**config.mk**
```make
export PLATFORM = sky130hd
export DESIGN_NAME = pump_run_controller
export DESIGN_NICKNAME = d
export VERILOG_FILES = /design/src/rtl/prc_pkg.sv /design/src/rtl/prc_debounce.sv /design/src/rtl/prc_batt_avg.sv /design/src/rtl/pump_run_controller.sv
export SDC_FILE = /design/constraint.sdc
export NUM_CORES = 1
export LEC_CHECK = 0
export BUFFER_PORTS_ARGS = -buffer_cell sky130_fd_sc_hd__clkbuf_2
export CAP_MARGIN = 20
export CORE_MARGIN = 2
export CORE_UTILIZATION = 60
export DETAILED_ROUTE_END_ITERATION = 8
export MAX_ROUTING_LAYER = met4
export PLACE_DENSITY = 0.78
export SLEW_MARGIN = 20
export SYNTH_ARGS = -nofsm -noshare
export SYNTH_HDL_FRONTEND = slang
export SYNTH_HIERARCHICAL = 1
export SYNTH_SLANG_ARGS = --single-unit
```
**constraint.sdc**
```tcl
create_clock -name clk -period 7.1 [get_ports clk]
set_clock_uncertainty 0.1 [all_clocks]
set_input_delay 1.42 -clock clk [delete_from_list [all_inputs] [get_ports clk]]
set_output_delay 1.42 -clock clk [all_outputs]
set_load 0.05 [all_outputs]
```
**src/rtl/prc_pkg.sv**
```systemverilog
package prc_pkg;

	localparam int DEB_CNT_W = 4;
	localparam int TICK_W    = 16;
	localparam int LEVEL_W   = 10;
	localparam int BLINK_W   = 5;
	localparam int CFG_IDX_W = 3;
	localparam int CFG_DATA_W = 16;

	typedef enum logic [2:0] {
		PH_IDLE  = 3'd0,
		PH_SWEEP = 3'd1,
		PH_BOOT  = 3'd2,
		PH_RUN   = 3'd3,
		PH_LOW   = 3'd4
	} phase_t;

	typedef enum logic [CFG_IDX_W-1:0] {
		REG_BOOT_LEVEL  = 3'd0,
		REG_LEVEL_ONE   = 3'd1,
		REG_LEVEL_TWO   = 3'd2,
		REG_LEVEL_THREE = 3'd3,
		REG_LEVEL_FOUR  = 3'd4,
		REG_BOOT_TICKS  = 3'd5,
		REG_HOLD_TICKS  = 3'd6,
		REG_BLINK_TICKS = 3'd7
	} cfg_reg_t;

	localparam logic [LEVEL_W-1:0] BOOT_LEVEL_RST  = 10'd740;
	localparam logic [LEVEL_W-1:0] LEVEL_ONE_RST   = 10'd720;
	localparam logic [LEVEL_W-1:0] LEVEL_TWO_RST   = 10'd840;
	localparam logic [LEVEL_W-1:0] LEVEL_THREE_RST = 10'd879;
	localparam logic [LEVEL_W-1:0] LEVEL_FOUR_RST  = 10'd922;
	localparam logic [TICK_W-1:0]  BOOT_TICKS_RST  = 16'd500;
	localparam logic [TICK_W-1:0]  HOLD_TICKS_RST  = 16'd3000;
	localparam logic [TICK_W-1:0]  BLINK_TICKS_RST = 16'd300;

	localparam logic [7:0] DUTY_TOP = 8'd255;
	localparam logic [TICK_W-1:0] HOLD_MAX = 16'hFFFF;

	typedef struct packed {
		logic                trigger_pressed;
		logic                hv_pressed;
		logic [LEVEL_W-1:0]  throttle_sample;
		logic [LEVEL_W-1:0]  battery_sample;
	} item_t;

	typedef struct packed {
		logic [7:0] pwm_duty;
		logic       hv_drive;
		logic [3:0] led_pattern;
		logic [2:0] phase_now;
		logic       mode_now;
		logic       hv_enabled_now;
	} result_t;

	// debouncer status for one tick
	typedef struct packed {
		logic press;
		logic release_edge;
		logic stable_next;
	} deb_t;

endpackage

```
**src/rtl/prc_debounce.sv**
```systemverilog
module prc_debounce #(
	parameter int DEBOUNCE_TICKS = 10
) (
	input  logic          clk,
	input  logic          arst_n,
	input  logic          en,
	input  logic          raw,
	output prc_pkg::deb_t deb
);
	import prc_pkg::*;

	logic                 stable_q;
	logic [DEB_CNT_W-1:0] count_q;
	logic [DEB_CNT_W-1:0] count_inc;
	logic [DEB_CNT_W-1:0] count_next;
	logic                 settled;

	assign count_inc = count_q + DEB_CNT_W'(1);
	assign settled   = (raw != stable_q) && (count_inc >= DEB_CNT_W'(DEBOUNCE_TICKS));

	always_comb begin
		if (raw == stable_q || settled) begin
			count_next = '0;
		end else begin
			count_next = count_inc;
		end
		deb.press        = settled && raw;
		deb.release_edge = settled && !raw;
		deb.stable_next  = settled ? raw : stable_q;
	end

	always_ff @(posedge clk or negedge arst_n) begin
		if (!arst_n) begin
			stable_q <= 1'b0;
			count_q  <= '0;
		end else if (en) begin
			stable_q <= deb.stable_next;
			count_q  <= count_next;
		end
	end

endmodule

```
**src/rtl/prc_batt_avg.sv**
```systemverilog
module prc_batt_avg (
	input  logic                         clk,
	input  logic                         arst_n,
	input  logic                         en,
	input  logic [prc_pkg::LEVEL_W-1:0]  sample,
	output logic [prc_pkg::LEVEL_W-1:0]  avg
);
	import prc_pkg::*;

	logic [LEVEL_W-1:0] window_q [3];
	logic [LEVEL_W+1:0] sum;

	// this tick's sample plus the three before it
	assign sum = {2'b00, sample} + {2'b00, window_q[0]} + {2'b00, window_q[1]}
		+ {2'b00, window_q[2]};
	assign avg = sum[LEVEL_W+1:2];

	always_ff @(posedge clk or negedge arst_n) begin
		if (!arst_n) begin
			window_q[0] <= '0;
			window_q[1] <= '0;
			window_q[2] <= '0;
		end else if (en) begin
			window_q[0] <= sample;
			window_q[1] <= window_q[0];
			window_q[2] <= window_q[1];
		end
	end

endmodule

```
**src/rtl/pump_run_controller.sv**
```systemverilog
// channel  | handshake              | payload
// item     | item_valid, item_stall | item (trigger, hv, throttle, battery)
// result   | result_valid, result_stall | result (duty, hv, leds, phase, mode, enable)
// cfg      | cfg_valid, cfg_ready   | cfg_index, cfg_data
//
// an item is registered into item_s1 on transfer and processed from there into the result register,
// which loads only while it is empty or being taken; one item per cycle sustained while result_stall stays low
// the phase state machine updates all of its state together whenever an item is processed
// reset clears phase, counters, debouncers, battery window and restores register defaults
// a stalled result holds; the input register keeps taking items until it is full too
module pump_run_controller #(
	parameter int DEBOUNCE_TICKS   = 10,
	parameter int SWEEP_STEP_TICKS = 100,
	parameter int BLINK_HALVES     = 20
) (
	input  logic                           clk,
	input  logic                           arst_n,
	input  logic                           item_valid,
	output logic                           item_stall,
	input  prc_pkg::item_t                 item,
	output logic                           result_valid,
	input  logic                           result_stall,
	output prc_pkg::result_t               result,
	input  logic                           cfg_valid,
	output logic                           cfg_ready,
	input  logic [prc_pkg::CFG_IDX_W-1:0]  cfg_index,
	input  logic [prc_pkg::CFG_DATA_W-1:0] cfg_data
);
	import prc_pkg::*;

	localparam int SWEEP_END = 4 * SWEEP_STEP_TICKS;

	// configuration registers
	logic [LEVEL_W-1:0] boot_level_q, level_one_q, level_two_q, level_three_q, level_four_q;
	logic [TICK_W-1:0]  boot_ticks_q, hold_ticks_q, blink_ticks_q;

	// pipeline
	item_t   item_s1;
	logic    valid_s1;
	logic    advance;
	logic    fire;
	logic    result_valid_q;
	result_t result_q;

	// controller state
	phase_t              phase_q, phase_next;
	logic                mode_q, mode_next;
	logic                hv_en_q, hv_en_next;
	logic [TICK_W-1:0]   timer_q, timer_next;
	logic [TICK_W-1:0]   hold_q, hold_next;
	logic [BLINK_W-1:0]  blink_q, blink_next;
	result_t             res_next;

	logic [TICK_W-1:0]   timer_inc, hold_inc;
	logic [BLINK_W-1:0]  blink_inc;
	logic [LEVEL_W-1:0]  avg;
	logic [1:0]          step;
	logic [3:0]          level_leds;
	deb_t                trg_deb, hv_deb;
	logic                stop;
	logic                under_volt;

	assign cfg_ready = 1'b1;

	always_ff @(posedge clk or negedge arst_n) begin
		if (!arst_n) begin
			boot_level_q  <= BOOT_LEVEL_RST;
			level_one_q   <= LEVEL_ONE_RST;
			level_two_q   <= LEVEL_TWO_RST;
			level_three_q <= LEVEL_THREE_RST;
			level_four_q  <= LEVEL_FOUR_RST;
			boot_ticks_q  <= BOOT_TICKS_RST;
			hold_ticks_q  <= HOLD_TICKS_RST;
			blink_ticks_q <= BLINK_TICKS_RST;
		end else if (cfg_valid && cfg_ready) begin
			unique case (cfg_reg_t'(cfg_index))
				REG_BOOT_LEVEL:  boot_level_q  <= cfg_data[LEVEL_W-1:0];
				REG_LEVEL_ONE:   level_one_q   <= cfg_data[LEVEL_W-1:0];
				REG_LEVEL_TWO:   level_two_q   <= cfg_data[LEVEL_W-1:0];
				REG_LEVEL_THREE: level_three_q <= cfg_data[LEVEL_W-1:0];
				REG_LEVEL_FOUR:  level_four_q  <= cfg_data[LEVEL_W-1:0];
				REG_BOOT_TICKS:  boot_ticks_q  <= cfg_data[TICK_W-1:0];
				REG_HOLD_TICKS:  hold_ticks_q  <= cfg_data[TICK_W-1:0];
				REG_BLINK_TICKS: blink_ticks_q <= cfg_data[TICK_W-1:0];
				default: ;
			endcase
		end
	end

	// handshake and pipeline valids
	assign advance      = !result_valid_q || !result_stall;
	assign fire         = valid_s1 && advance;
	assign item_stall   = valid_s1 && !advance;
	assign result_valid = result_valid_q;
	assign result       = result_q;

	always_ff @(posedge clk or negedge arst_n) begin
		if (!arst_n) begin
			valid_s1       <= 1'b0;
			result_valid_q <= 1'b0;
		end else begin
			if (item_valid && !item_stall) begin
				valid_s1 <= 1'b1;
			end else if (advance) begin
				valid_s1 <= 1'b0;
			end
			if (advance) begin
				result_valid_q <= valid_s1;
			end
		end
	end

	always_ff @(posedge clk) begin
		if (item_valid && !item_stall) begin
			item_s1 <= item;
		end
		if (fire) begin
			result_q <= res_next;
		end
	end

	prc_debounce #(
		.DEBOUNCE_TICKS(DEBOUNCE_TICKS)
	) u_trg_deb (
		.clk   (clk),
		.arst_n(arst_n),
		.en    (fire && phase_q != PH_SWEEP),
		.raw   (item_s1.trigger_pressed),
		.deb   (trg_deb)
	);

	prc_debounce #(
		.DEBOUNCE_TICKS(DEBOUNCE_TICKS)
	) u_hv_deb (
		.clk   (clk),
		.arst_n(arst_n),
		.en    (fire && (phase_q == PH_BOOT || phase_q == PH_RUN)),
		.raw   (item_s1.hv_pressed),
		.deb   (hv_deb)
	);

	prc_batt_avg u_batt_avg (
		.clk   (clk),
		.arst_n(arst_n),
		.en    (fire),
		.sample(item_s1.battery_sample),
		.avg   (avg)
	);

	assign timer_inc = timer_q + TICK_W'(1);
	assign hold_inc  = (hold_q != HOLD_MAX) ? hold_q + TICK_W'(1) : hold_q;
	assign blink_inc = blink_q + BLINK_W'(1);

	// mode 0 stops once the trigger has settled released (not on the release edge) with the raw level agreeing
	assign stop = mode_q ? trg_deb.press
		: (!trg_deb.press && !trg_deb.release_edge && !trg_deb.stable_next
			&& !item_s1.trigger_pressed);

	assign under_volt = (((phase_q == PH_RUN) || (timer_q == '0)) && (avg < boot_level_q))
		|| (avg < level_one_q);

	assign level_leds = {avg >= level_four_q, avg >= level_three_q,
		avg >= level_two_q, avg >= level_one_q};

	always_comb begin
		phase_next = phase_q;
		mode_next  = mode_q;
		hv_en_next = hv_en_q;
		timer_next = timer_q;
		hold_next  = hold_q;
		blink_next = blink_q;
		step       = 2'd0;

		unique case (phase_q)
			PH_IDLE: begin
				if (trg_deb.press) begin
					phase_next = PH_BOOT;
					hold_next  = '0;
				end else if (item_s1.hv_pressed) begin
					if (hold_inc >= hold_ticks_q) begin
						mode_next  = !mode_q;
						phase_next = PH_SWEEP;
						hold_next  = '0;
					end else begin
						hold_next = hold_inc;
					end
				end else begin
					hold_next = '0;
				end
			end
			PH_SWEEP: begin
				if (timer_inc >= TICK_W'(SWEEP_END)) begin
					phase_next = PH_IDLE;
					timer_next = '0;
				end else begin
					timer_next = timer_inc;
				end
			end
			PH_BOOT, PH_RUN: begin
				if (hv_deb.press) begin
					hv_en_next = !hv_en_q;
				end
				if (under_volt) begin
					phase_next = PH_LOW;
					timer_next = '0;
				end else if (stop) begin
					phase_next = PH_IDLE;
					timer_next = '0;
				end else if (phase_q == PH_BOOT) begin
					if (timer_inc >= boot_ticks_q) begin
						phase_next = PH_RUN;
						timer_next = '0;
					end else begin
						timer_next = timer_inc;
					end
				end
			end
			default: begin
				if (stop) begin
					phase_next = PH_IDLE;
					timer_next = '0;
					blink_next = '0;
				end else if (timer_inc >= blink_ticks_q) begin
					timer_next = '0;
					if (blink_inc >= BLINK_W'(BLINK_HALVES)) begin
						phase_next = PH_IDLE;
						blink_next = '0;
					end else begin
						blink_next = blink_inc;
					end
				end else begin
					timer_next = timer_inc;
				end
			end
		endcase

		// result shows the state after this tick
		res_next.pwm_duty       = '0;
		res_next.hv_drive       = 1'b0;
		res_next.led_pattern    = '0;
		res_next.phase_now      = phase_next;
		res_next.mode_now       = mode_next;
		res_next.hv_enabled_now = hv_en_next;
		unique case (phase_next)
			PH_SWEEP: begin
				if (timer_next >= TICK_W'(3 * SWEEP_STEP_TICKS)) begin
					step = 2'd3;
				end else if (timer_next >= TICK_W'(2 * SWEEP_STEP_TICKS)) begin
					step = 2'd2;
				end else if (timer_next >= TICK_W'(SWEEP_STEP_TICKS)) begin
					step = 2'd1;
				end
				res_next.led_pattern = mode_next ? (4'b0001 << step) : (4'b1000 >> step);
			end
			PH_BOOT, PH_RUN: begin
				res_next.pwm_duty    = DUTY_TOP - {1'b0, item_s1.throttle_sample[LEVEL_W-1:3]};
				res_next.led_pattern = level_leds;
				res_next.hv_drive    = (phase_next == PH_RUN) && hv_en_next;
			end
			PH_LOW: begin
				res_next.led_pattern = {3'b000, !blink_next[0]};
			end
			default: ;
		endcase
	end

	always_ff @(posedge clk or negedge arst_n) begin
		if (!arst_n) begin
			phase_q <= PH_IDLE;
			mode_q  <= 1'b0;
			hv_en_q <= 1'b0;
			timer_q <= '0;
			hold_q  <= '0;
			blink_q <= '0;
		end else if (fire) begin
			phase_q <= phase_next;
			mode_q  <= mode_next;
			hv_en_q <= hv_en_next;
			timer_q <= timer_next;
			hold_q  <= hold_next;
			blink_q <= blink_next;
		end
	end

	// the input side only waits when a finished result is held back
	assert property (@(posedge clk) disable iff (!arst_n)
		item_stall |-> (result_valid && result_stall))
		else $error("input stalled without a held result");

	assert property (@(posedge clk) disable iff (!arst_n)
		(result_valid && result.hv_drive) |-> (result.phase_now == PH_RUN))
		else $error("hv drive outside run");

	assert property (@(posedge clk) disable iff (!arst_n)
		(result_valid && result.pwm_duty != '0) |->
			(result.phase_now == PH_BOOT || result.phase_now == PH_RUN))
		else $error("pump duty outside boot or run");

	assert property (@(posedge clk) disable iff (!arst_n)
		(phase_q == PH_IDLE) |-> (timer_q == '0 && blink_q == '0))
		else $error("phase timer not cleared in idle");

endmodule

```
; Word level (Yosys, flattened, before mapping)
; Cells that the tools add are included.
[op_classes]
addsub = 9
n_lt_le_gt_ge = 16
reduce_logical = 51
multipliers = 0
bitwise = 1
div = 0
eq_ne = 20
n_mux = 46
shifts = 2
[op_table]
columns = cell, n
row1 = $mux W16, 11
row2 = $ge A16 B16 Y1, 3
row3 = $pmux W16 S3, 1
row4 = $ge A10 B10 Y1, 4
row5 = $mux W3, 11
row6 = $add A16 B1 Y16 const B, 2
row7 = $ge A16 B9 Y1 const B, 2
row8 = $add A12 B10 Y12, 2
row9 = $lt A10 B10 Y1, 2
row10 = $reduce_and A2 Y1, 10
row11 = $eq A3 B2 Y1 const B, 6
row12 = $ge A16 B7 Y1 const B, 1
row13 = $ge A16 B8 Y1 const B, 1
row14 = $logic_not A16 Y1, 1
row15 = $ne A16 B16 Y1 const B, 1
row16 = $eq A3 B3 Y1 const B, 5
row17 = $logic_and A1 B1 Y1, 15
row18 = $mux W5, 3
row19 = $mux W1, 12
row20 = $mux W4, 3
row21 = $pmux W4 S3, 1
row22 = $add A10 B10 Y11, 1
row23 = $logic_not A1 Y1, 11
row24 = $eq A3 B1 Y1 const B, 3
row25 = 19 further kinds, 33
[totals]
output_inout_bits = 21
ff_bits = 222
input_bits = 46
n_memories = 0
ramBits = 0
word_cells = 179
latchBits = 0
rom_bits = 0

; Depth between registers and ports, before layout
[logic_depth]
ltp_word = 20
ltp_mapped = 23
mapped_depth_nobuf = 23

; By module
; The synthesis kept the hierarchy.
[by_module_without_submodules]
columns = mod, n_inst, cells_each, seq_area_each_um2, area_per_inst_um2
row1 = pump_run_controller, 1, 1075, 4719.5, 10618.9
row2 = prc_batt_avg, 1, 228, 750.7, 2090.8
row3 = prc_debounce, 2, 35, 125.1, 355.3

; Worst setup path after synthesis
; Ideal clock, no wire load.
[synth_path]
kind = register to register
from = reg item_s1[1] (netlist name)
to = reg result_q, in the netlist result[6], data pin
required_time_ns = 6.855
slack_ns = 1.830
synth_period_minus_slack_ns = 5.270
setup_ns = 0.145
stages_incl_launch_ff = 24
n_path_buf = 0
arrival_ns = 5.026
path_cell_list = edfxtp_1 -> inv_1 -> fa_1 -> inv_1 -> fa_1 -> nand3b_1 -> fa_1 -> nor2b_1 -> o21ai_0 -> nand2_1 -> o41ai_2 -> xnor2_1 -> ha_1 -> a211oi_1 -> nand2_1 -> o32ai_1 -> or3_1 -> nor2_1 -> a221o_1 -> a311oi_2 -> nand2_1 -> nor4b_1 -> a22oi_1 -> o21ai_1
[synth_rtl]
columns = element, line_no
row1 = "start, declared", pump_run_controller.sv:38  ; item_t item_s1;
row2 = "start signal, assigned", pump_run_controller.sv:115  ; item_s1 <= item;
row3 = "end signal, assigned", pump_run_controller.sv:118  ; result_q <= res_next;
row4 = "end, declared", pump_run_controller.sv:43  ; result_t result_q;

==> metrics.md <==
| Metric | Value |
|---|---|
| Status | `completed` |
| Hold crit path type | `reg2reg` |
| Pint | `just under 0.004 W` |
| CTS resizes | `0` |
| TNS Setup | `0 ns` |
| Final period util | `88.4%` |
| Final setup violating endpoints | `0` |
| Clock Power Share | `19.3%` |
| Vias in the first global route | `around 10,000` |
| Initial drt markers | `about 620` |
| Die Span Y | `about 150 um` |
| Critical path type | `reg2reg` |
| Part of the power in registers | `25.9%` |
| Initial Util | `approximately 61%` |
| Net Sw Frac | `~42%` |
| Syn_area_per_cell | `9.77 um^2` |
| Number of max-cap violations | `0` |
| Cells on worst reg2reg path | `22` |
| # IOs | `67` |
| Final Hold Vio Count | `0` |
| First-pass GRT wire length | `~48 mm` |
| DR vias | `roughly 9,900` |
| Comb power frac | `54.8%` |
| Cells after Synth | `1,371` |
| Synthesis Warnings | `6` |
| Clk root buf | `clkbuf_16` |
| Count of pins over their slew limit | `0` |
| Overflow after GRT | `0` |
| Pin count of the biggest net entering global routing | `88` |
| Share of layout cells above drive strength 1 | `approximately 18%` |
| Clk_lat worst skew | `~0.54 ns` |
| Final RePlAce weighted congestion | `~0.93` |
| CP startpoint kind | `register` |
| RR Endpoint | `result[6]` |
| Pwr Density | `roughly 450 nW/um^2` |
| Final instance area | `about 15,000 um^2` |
| Drt drc | `0` |
| Initial antenna violation count | `0` |
| CP max stage delay | `0.70 ns` |
| Vias per Instance | `between 5 and 6` |
| Top cell by count, worst path | `fa_1` |
| Hold_buf cts | `0` |
| H-Tree Depth | `1` |
| Die X | `153 um` |
| CTS Buf Count | `25` |
| Syn Std Cell Area | `~13,000 um^2` |
| WL per Instance | `around 16 um` |
| Hold depth | `2` |
| F_max | `roughly 160 MHz` |
| P_leak | `~7 nW` |
| Area grow syn2layout | `10.6%` |
| Pre-antenna DRT Iters | `7` |
| HP Start | `item_s1[6]` |
| Critical Path End Type | `register` |
| Clock sink total | `219` |
| Post-DRT Antenna Nets | `0` |
| Setup Buffers After CTS | `0` |
| Worst Path Required | `between 7 and 8 ns` |
| Die area | `23,500 um^2` |
| CP max stage cell | `o32ai_1` |
| Critical R2R Launch | `item_s1[1]` |
| Min-Delay Endpoint | `u_batt_avg/window_q[26]` |
| Clk slew on worst S/H paths | `approximately 0.060 ns` |
| Reg2reg setup slack | `slightly above 0.8 ns` |
| Inserted Diodes | `0` |
| Net Sw Power | `~0.0028 W` |
| Crit path cell chain | `inv_1 -> fa_1 -> inv_1 -> fa_1 -> nand3b_1 -> fa_1 -> nor2b_1 -> o21a_1 -> nor2_1 -> xnor2_1 -> ha_1 -> a21oi_1 -> o21ai_0 -> o32ai_1 -> or3_1 -> nor2_1 -> a221o_1 -> a311oi_2 -> nand2_1 -> nor4b_1 -> a22oi_1 -> o21ai_1` |
| Minimum clock period | `~6.3 ns` |
| Peak supply drop | `approximately 0.36 mV` |
| Post-layout util | `67.7%` |
| CTS tree | `yes` |
| Final nets | `1,606` |
| Maximum buffer depth of the clock tree | `3` |
| Placed cell area | `14,000 um^2` |
| Arr. time, crit path | `roughly 6.6 ns` |
| Total nets after synthesis | `1,552` |
| Slew headroom | `between 30% and 40%` |
| Number of port buffers | `62` |
| FP Rows | `54` |
| Worst-Margin Slew | `1.01 ns` |
| Detailed Place HPWL | `between 20 and 25 mm` |
| RSZ-0062 raised after global routing | `no` |
| Total GRT Usage | `roughly 25%` |
| CORE AREA | `around 22,000 um^2` |
| CP Max Fanout | `6` |
| Final WL | `28.4 mm` |
[cell usage in the layout, fill, tap and decap left out, types with 12 or more instances in the layout]
cell and n:
clkbuf_2 61, nand2_1 160, dfstp_2 44, xor2_1 14
mux2_2 66, o31ai_1 12, nor2_1 50, inv_1 187
a21o_1 17, fa_1 20, xnor2_1 27, edfxtp_1 37
dfrtp_1 138, clkbuf_16 25, ha_1 115, nand2b_1 23
a21oi_1 47, nand4_1 19, nand3_1 24, o21ai_0 134
nor3_1 17
[critical path, delay by kind of cell, from the launching register on]
kind	cells	cell delay, ns
AO/OA/AOI/OAI	8	2.00
XOR/XNOR	1	0.51
adder cells (fa/ha/maj)	4	1.84
flip-flops	1	0.34
buffers and inverters	2	0.11
AND/OR/NAND/NOR	7	1.22
[metal layers]
layer / vias to the layer above / share of wire (%) / wire length (um) / global-route usage (%)
li1: 4854 / - / - / -
met3: 72 / 4.3 / 1220 / 4.34
met1: 4742 / 44 / 12400 / 32.7
met4: 0 / 3.3 / 944 / 7.65
met5: - / 0 / 0 / -
met2: 234 / 49 / 13800 / 41.6
[power groups by stage]
stage | combinational [W] | sequential, W | clock, W
floorplan | 0.00254 | 0.00178 | 0
global placement | 0.00345 | 0.00173 | 0
detailed placement | 0.00361 | 0.00174 | 0
CTS | 0.00366 | 0.00173 | 0.00132
global route | 0.00414 | 0.00176 | 0.00137
finish | 0.00366 | 0.00173 | 0.00129
[per-stage QoR]
stage	worst slack, ns	hold slack (ns)	cells	total power, W
5_1_grt	0.449	0.407	1724	0.00727
4_1_cts	0.876	0.374	1723	0.00670
2_1_floorplan	1.83	0.350	1371	0.00432
3_3_place_gp	0.965	0.354	1677	0.00518
3_5_place_dp	0.925	0.364	1677	0.00536
6_report	0.824	0.377	1724	0.00668
[registers in the layout (all words and copies together), names as in the netlist, 5 cells and up]
name and count:
result 18, hold_q 16, u_batt_avg/window_q 30, hold_ticks_q 16, level_one_q 10, timer_q 16, level_four_q 10, blink_ticks_q 16
blink_q 5, item_s1 19, boot_level_q 10, level_two_q 10, level_three_q 10, boot_ticks_q 16
[how the worst max path moves through the flow]
| stage | end | depth (start not counted) | slack (ns) | from |
|---|---|---|---|---|
| final | result[6] | 22 | 0.82 | item_s1[1] |
| after detailed placement | result[6] | 22 | 0.93 | item_s1[1] |
| after CTS | result[6] | 22 | 0.88 | item_s1[1] |
| after floorplan | result[6] | 23 | 1.83 | item_s1[1] |
| after global placement | result[6] | 22 | 0.97 | item_s1[1] |
| after global routing | result[6] | 22 | 0.45 | item_s1[1] |
[layout make-up]
type	instances	area, um^2
repair buffers	74	410
fillers	1738	7080
inverters	188	706
flip-flops and latches	219	5720
clock buffers	39	758
multi-input cells	917	6790
well taps	280	350
clock inverters	7	81.3
Note: power is estimated with default switching activity, not from simulation.
